`src/cptb_pkg.sv`:
```
// ----------------------------------------------------------------------------
// cptb_pkg
// Shared types, codes and helpers for the cascaded prescaled timer bank.
// ----------------------------------------------------------------------------
package cptb_pkg;

  localparam int CountW     = 16;
  localparam int PrescaleW  = 10;
  localparam int MaskW      = 4;

  localparam int CtrlEnableBit  = 7;
  localparam int CtrlIrqBit     = 6;
  localparam int CtrlCascadeBit = 2;

  typedef enum logic [1:0] {
    CMD_TICK      = 2'd0,
    CMD_WR_CTRL   = 2'd1,
    CMD_WR_RELOAD = 2'd2,
    CMD_READ      = 2'd3
  } cmd_t;

  typedef enum logic [1:0] {
    PRE_1    = 2'd0,
    PRE_64   = 2'd1,
    PRE_256  = 2'd2,
    PRE_1024 = 2'd3
  } prescale_t;

  // per-timer command for one item, already qualified by the pipeline advance
  typedef struct packed {
    logic              tick;
    logic              ctrl_wr;
    logic              reload_wr;
    logic [CountW-1:0] data;
  } lane_cmd_t;

  function automatic logic [PrescaleW-1:0] period_mask(input prescale_t sel);
    logic [PrescaleW-1:0] m;
    case (sel)
      PRE_1:    m = '0;
      PRE_64:   m = PrescaleW'(10'h03F);
      PRE_256:  m = PrescaleW'(10'h0FF);
      default:  m = PrescaleW'(10'h3FF);
    endcase
    return m;
  endfunction

endpackage

```
`src/cptb_lane.sv`:
```
// ----------------------------------------------------------------------------
// cptb_lane
// One 16-bit timer with prescaler, reload and cascade input.
// ----------------------------------------------------------------------------
module cptb_lane (
  input  logic                     clk,
  input  logic                     rst,
  input  cptb_pkg::lane_cmd_t      cmd,
  input  logic                     carry_in,
  output logic                     ovf,
  output logic                     irq,
  output logic [cptb_pkg::CountW-1:0] count
);
  import cptb_pkg::*;

  logic [CountW-1:0]    counter_value;
  logic [CountW-1:0]    reload_value;
  prescale_t            prescale_select;
  logic [PrescaleW-1:0] prescale_count;
  logic                 cascade_mode;
  logic                 irq_enable;
  logic                 timer_on;

  logic [PrescaleW-1:0] prescale_next;
  logic                 step;
  logic                 at_top;

  always_comb begin
    prescale_next = (prescale_count + PrescaleW'(1)) & period_mask(prescale_select);
    step          = timer_on && (cascade_mode ? carry_in : (prescale_next == '0));
    at_top        = (counter_value == '1);
    ovf           = cmd.tick && step && at_top;
    irq           = ovf && irq_enable;
  end

  assign count = counter_value;

  always_ff @(posedge clk) begin
    if (rst) begin
      counter_value   <= '0;
      reload_value    <= '0;
      prescale_select <= PRE_1;
      prescale_count  <= '0;
      cascade_mode    <= 1'b0;
      irq_enable      <= 1'b0;
      timer_on        <= 1'b0;
    end else begin
      if (cmd.tick) begin
        if (timer_on && !cascade_mode) begin
          prescale_count <= prescale_next;
        end
        if (step) begin
          counter_value <= at_top ? reload_value : counter_value + CountW'(1);
        end
      end
      if (cmd.ctrl_wr) begin
        // enable from off restarts the timer
        if (!timer_on && cmd.data[CtrlEnableBit]) begin
          counter_value  <= reload_value;
          prescale_count <= '0;
        end
        prescale_select <= prescale_t'(cmd.data[1:0]);
        cascade_mode    <= cmd.data[CtrlCascadeBit];
        irq_enable      <= cmd.data[CtrlIrqBit];
        timer_on        <= cmd.data[CtrlEnableBit];
      end
      if (cmd.reload_wr) begin
        reload_value <= cmd.data;
      end
    end
  end

endmodule

```
`src/cascaded_prescaled_timer_bank_unit.sv`:
```
// ----------------------------------------------------------------------------
// cascaded_prescaled_timer_bank_unit
// Bank of cascadable 16-bit timers driven by tick, control, reload and read
// items.
//
//   channel | direction | handshake          | payload
//   --------+-----------+--------------------+----------------------------------
//   in      | input     | in_valid/in_ready  | cmd, timer_index, data
//   out     | output    | out_valid/out_ready| read_value, overflow_mask, irq_mask
//
// one item per cycle sustained while the output is not stalled; each item passes
// the input register, then the timer update and result register in one pass
// the cascade ripple through all timers settles within the single update cycle
// reset clears all timer state and empties both registers
// a stalled output holds its item; the input register still takes one more
// ----------------------------------------------------------------------------
module cascaded_prescaled_timer_bank_unit #(
  parameter int NUM_TIMERS = 4
) (
  input  logic                          clk,
  input  logic                          rst,
  input  logic                          in_valid,
  output logic                          in_ready,
  input  logic [1:0]                    cmd,
  input  logic [1:0]                    timer_index,
  input  logic [cptb_pkg::CountW-1:0]   data,
  output logic                          out_valid,
  input  logic                          out_ready,
  output logic [cptb_pkg::CountW-1:0]   read_value,
  output logic [cptb_pkg::MaskW-1:0]    overflow_mask,
  output logic [cptb_pkg::MaskW-1:0]    irq_mask
);
  import cptb_pkg::*;

  localparam int MaskLanes = (NUM_TIMERS < MaskW) ? NUM_TIMERS : MaskW;

  logic              q_valid;
  cmd_t              q_cmd;
  logic [1:0]        q_index;
  logic [CountW-1:0] q_data;

  logic advance;

  logic              is_tick;
  logic              is_ctrl;
  logic              is_reload;
  logic              is_read;

  lane_cmd_t         lane_cmd   [NUM_TIMERS];
  logic              lane_carry [NUM_TIMERS];
  logic              lane_ovf   [NUM_TIMERS];
  logic              lane_irq   [NUM_TIMERS];
  logic [CountW-1:0] lane_count [NUM_TIMERS];

  logic [CountW-1:0] read_value_next;
  logic [MaskW-1:0]  overflow_mask_next;
  logic [MaskW-1:0]  irq_mask_next;

  assign advance  = q_valid && (!out_valid || out_ready);
  assign in_ready = !q_valid || advance;

  always_ff @(posedge clk) begin
    if (rst) begin
      q_valid <= 1'b0;
    end else if (in_ready) begin
      q_valid <= in_valid;
    end
  end

  always_ff @(posedge clk) begin
    if (in_valid && in_ready) begin
      q_cmd   <= cmd_t'(cmd);
      q_index <= timer_index;
      q_data  <= data;
    end
  end

  always_comb begin
    is_tick   = 1'b0;
    is_ctrl   = 1'b0;
    is_reload = 1'b0;
    is_read   = 1'b0;
    unique case (q_cmd)
      CMD_TICK:      is_tick   = 1'b1;
      CMD_WR_CTRL:   is_ctrl   = 1'b1;
      CMD_WR_RELOAD: is_reload = 1'b1;
      CMD_READ:      is_read   = 1'b1;
      default:       is_tick   = 1'b0;
    endcase
  end

  for (genvar i = 0; i < NUM_TIMERS; i++) begin : g_lane
    logic hit;
    assign hit = (int'(q_index) == i);

    assign lane_cmd[i].tick      = advance && is_tick;
    assign lane_cmd[i].ctrl_wr   = advance && is_ctrl && hit;
    assign lane_cmd[i].reload_wr = advance && is_reload && hit;
    assign lane_cmd[i].data      = q_data;

    if (i == 0) begin : g_first
      assign lane_carry[i] = 1'b0;
    end else begin : g_chain
      assign lane_carry[i] = lane_ovf[i-1];
    end

    cptb_lane u_lane (
      .clk      (clk),
      .rst      (rst),
      .cmd      (lane_cmd[i]),
      .carry_in (lane_carry[i]),
      .ovf      (lane_ovf[i]),
      .irq      (lane_irq[i]),
      .count    (lane_count[i])
    );
  end

  always_comb begin
    read_value_next    = '0;
    overflow_mask_next = '0;
    irq_mask_next      = '0;
    for (int i = 0; i < NUM_TIMERS; i++) begin
      if (is_read && int'(q_index) == i) begin
        read_value_next = lane_count[i];
      end
    end
    for (int i = 0; i < MaskLanes; i++) begin
      overflow_mask_next[i] = lane_ovf[i];
      irq_mask_next[i]      = lane_irq[i];
    end
  end

  always_ff @(posedge clk) begin
    if (rst) begin
      out_valid <= 1'b0;
    end else if (advance) begin
      out_valid <= 1'b1;
    end else if (out_ready) begin
      out_valid <= 1'b0;
    end
  end

  always_ff @(posedge clk) begin
    if (advance) begin
      read_value    <= read_value_next;
      overflow_mask <= overflow_mask_next;
      irq_mask      <= irq_mask_next;
    end
  end

endmodule

```
`config.mk`:
```
export PLATFORM = sky130hd
export DESIGN_NAME = cascaded_prescaled_timer_bank_unit
export DESIGN_NICKNAME = d
export VERILOG_FILES = /design/src/cptb_pkg.sv /design/src/cptb_lane.sv /design/src/cascaded_prescaled_timer_bank_unit.sv
export SDC_FILE = /design/constraint.sdc
export NUM_CORES = 1
export LEC_CHECK = 0
export ABC_CLOCK_PERIOD_IN_PS = 3260
export CAP_MARGIN = 15
export CORE_ASPECT_RATIO = 1.1
export CORE_MARGIN = 1
export CORE_UTILIZATION = 30
export DETAILED_ROUTE_END_ITERATION = 6
export DONT_BUFFER_PORTS = 1
export GPL_TIMING_DRIVEN = 0
export REMOVE_ABC_BUFFERS = 1
export SYNTH_ARGS = -nofsm -noshare
export SYNTH_HDL_FRONTEND = slang
export SYNTH_SLANG_ARGS = --single-unit
```
`constraint.sdc`:
```
create_clock -name clk -period 3.26 [get_ports clk]
set_input_delay 0.326 -clock clk [delete_from_list [all_inputs] [get_ports clk]]
set_output_delay 0.326 -clock clk [all_outputs]
set_load 0.01 [all_outputs]
```
==> flow_summary_export.csv <==
group,metric,value,unit
logic_synthesis,syn_area_per_cell,8.25,sq um
floorplan,start_util,30.6,%
power_and_ir_drop,combinationalPowerShare,2.7,%
cells_and_area,area_growth,14.7,%
power_and_ir_drop,pwr-share-clk,49.4,%
place,place.gp.congestion,0.906,
logic_synthesis,synth_top_area_share,33.3,%
power_and_ir_drop,power.switching,1.47,mW
cells_and_area,final_core_util,35.2,%
run,cap_violations,0,
critical_path,critPathLaunchType,"flip-flop",
cts,insertion_delay,0.55,ns
power_and_ir_drop,power_density,488,mW/mm^2
drt,routedWlPerCell,18.6,microns
floorplan,design.core.area,0.0373,sq mm
critical_path,critPathCaptureType,"flip-flop",
critical_path,cp.required,3.67,ns
timing,finClkSkew,0.0137,ns
cts,path_clk_slew,0.06,ns
logic_synthesis,ys_top_cells_by_area,"dfxtp_1 (33%), edfxtp_1 (12%), nand2_1 (7.7%)",
grt,first_global_vias,9412,
drt,first_pass_iters,6,
grt,grt.total_usage,17.7,%
floorplan,num_rows,74,
cts,cts_htree_levels,1,
cells_and_area,finalNetCount,1402,
critical_path,path_max_fanout,9,
logic_synthesis,ys_ff_latch,234,
logic_synthesis,synth-edff-count,44,
grt,antenna_found_initial,0,
timing,worstMarginPinSlew,1.18,ns
drt,via_count,10400,
drt,drtAntennaViolNets,0,
power_and_ir_drop,swShare,22.9,%
cells_and_area,drive_gt1_share,7.61,%
timing,setup_viol,0,
logic_synthesis,netlist_area,0.0114,sq mm
logic_synthesis,yosysSeqAreaShare,44.8,%
logic_synthesis,yosys.area.top_type,"dfxtp_1",
power_and_ir_drop,ir_drop,0.399,mV
logic_synthesis,yosysWarnings,0,
timing,slew_violations,0,
timing,slew_headroom,21.1,%
logic_synthesis,synth_ff_type,"dfxtp_1",
cells_and_area,fillers,3826,
floorplan,die-area,0.0389,sq mm
power_and_ir_drop,finalPower,6.40,mW
grt,grt_max_degree,124,
timing,fmax,325,MHz
hold_path,hp-class,"in2reg",
timing,timing.final.ws_setup,0.180,ns
drt,via_per_inst,5.49,
drt,drt_iter0_markers,953,
grt,gr-total-overflow,0,
floorplan,die_w,188,microns
cells_and_area,fin_area,0.0131,sq mm
logic_synthesis,synthDistinctLibCells,80,
cts,cts_tree,"built",
timing,fin_crit_sh,94.5,%
logic_synthesis,async_flop_share,0,%
floorplan,num_io_pins,50,
place,dpl_worst_slack,-0.452,ns
power_and_ir_drop,seqPwrFrac,47.9,%
floorplan,die_y,207,microns
place,place_area,0.0117,sq mm
timing,fin_crit,3.08,ns
timing,setup_tns,0,ns
power_and_ir_drop,p_leak,4.43,nW
power_and_ir_drop,p_int,4.94,mW
cts,clock-root-buffer,"clkbuf_16",
cts,clock_path_buffers,3,
cells_and_area,num_antenna_cells,0,
place,port_buffers,0,
logic_synthesis,syn_inst,1386,
critical_path,critPathKind,"reg2reg",
drt,drc,0,
drt,wl,35.1,mm
grt,grt_pass1_wl,53.8,mm
cts,numCtsBuffers,28,
outcome,outcome,"complete, no violations",
timing,hold_viol,0,
critical_path,worstPathArrival,3.49,ns
place,dpl.hpwl,23.4,mm
cts,cts_sinks,234,
timing,grt_setup_unrepaired,"false",
path summary, 6_finish.rpt:
kind         depth (start not counted)                          to  slack [ns]                                from
max reg2reg                         11  g_lane[1].u_lane.count[12]        0.18  g_lane[1].u_lane.prescale_count[0]
min                                  2  g_lane[2].u_lane.count[12]        0.03                                 rst
min reg2reg                          2   g_lane[2].u_lane.count[6]        0.45    g_lane[2].u_lane.reload_value[6]
max                                 11  g_lane[1].u_lane.count[12]        0.18  g_lane[1].u_lane.prescale_count[0]
cell families (layout without fill, tap and decap cells):
family / count (synthesis) / count (layout) / share of synthesized area (%)
AND/OR/NAND/NOR: 626 / 626 / 26.1
multiplexers: 23 / 23 / 2.01
flip-flops: 234 / 234 / 44.8
buffers and inverters: 101 / 106 / 3.87
XOR/XNOR: 38 / 38 / 2.91
adder cells (fa/ha/maj): 8 / 8 / 0.876
AO/OA/AOI/OAI: 356 / 357 / 19.4
layout by cell type (no fill, tap or decap), types with 26 or more instances in the layout:
cell / Yosys / final
nand2_1: 235 / 233
dfxtp_1: 190 / 190
a21oi_1: 151 / 151
nor2_1: 148 / 145
o21ai_0: 59 / 59
nand3_1: 59 / 58
edfxtp_1: 44 / 44
nor3_1: 34 / 33
a22oi_1: 33 / 33
clkbuf_16: 0 / 30
xnor2_1: 27 / 27
and3_1: 27 / 26
critical path: stages, from the launching register on:
cell and delay [ns]:
dfxtp_1 0.35, ha_1 0.26, and2_2 0.25, a221o_1 0.31
a31o_2 0.27, nor4_4 0.33, a21o_4 0.21, buf_4 0.21
and2_1 0.25, nor3b_1 0.26, xnor2_1 0.15, o32ai_1 0.10
metal layers:
| layer | track usage (%) | wire length, microns | up-vias | part of all wire, % |
|---|---|---|---|---|
| li1 | - | - | 4967 | - |
| met1 | 22.0 | 14700 | 4976 | 42 |
| met2 | 30.9 | 16800 | 337 | 48 |
| met3 | 2.81 | 2320 | 70 | 6.6 |
| met4 | 6.50 | 1280 | 0 | 3.6 |
| met5 | 0 | 0 | - | 0 |
cell usage after synthesis, types with 8 or more instances:
library cell  count
nand3_1          59
nor4_1           11
nor2_1          148
nand4_1          21
mux2i_1          23
and3_1           27
nor3_1           34
nand2_1         235
xnor2_1          27
nor2b_1           8
nand2b_1         11
o21ai_0          59
buf_2            15
nor3b_1          13
dfxtp_1         190
inv_1            18
xor2_1           11
a21oi_1         151
edfxtp_1         44
a21o_1            8
a211oi_1         16
and2_1            9
ha_1              8
clkbuf_1         58
a31oi_1          16
a22oi_1          33
what timing repair did:
action                                  in CTS  in global routing
hold buffers                                24                  0
endpoints found under the hold margin      143                  0
buffers inserted                             3                  2
pin swaps                                    2                  3
cloned                                       1                  0
resized for setup                           15                 11
endpoints found under the setup margin      57                 39
power groups by stage:
stage                     logic [mW]  clock network (mW)  registers, mW
after CTS                      0.171                3.23           3.07
after global placement         0.108                   0           3.13
after detailed placement       0.116                   0           3.13
after global routing           0.187                3.34           3.07
final                          0.171                3.16           3.07
after floorplan               0.0736                   0           3.09
stage by stage:
step,instances,hold slack (ns)
final,1886,0.0257
after global routing,1886,0.00352
after detailed placement,1802,0.425
after CTS,1882,0.00542
after floorplan,1303,0.395
after global placement,1797,0.425
registers in the layout, indices dropped and copies added (netlist names):
signal / flops
g_lane.u_lane.irq_enable: 4
irq_mask: 4
q_valid: 1
g_lane.u_lane.count: 64
g_lane.u_lane.reload_value: 64
out_valid: 1
g_lane.u_lane.prescale_count: 40
read_value: 16
q_data: 16
g_lane.u_lane.timer_on: 4
q_index: 2
g_lane.u_lane.cascade_mode: 4
q_cmd: 2
g_lane.u_lane.prescale_select: 8
overflow_mask: 4
final cells by class:
| class | count | area, sq um | share of cell area [%] |
|---|---|---|---|
| multi-input combinational | 1052 | 5990 | 45.6 |
| sequential | 234 | 5120 | 39.1 |
| timing repair buffer | 36 | 372 | 2.83 |
| clock inverter | 14 | 146 | 1.12 |
| tap | 494 | 618 | 4.71 |
| clock buffer | 38 | 801 | 6.11 |
| inverter | 18 | 67.6 | 0.515 |
Note: power is estimated with default switching activity, not from simulation.
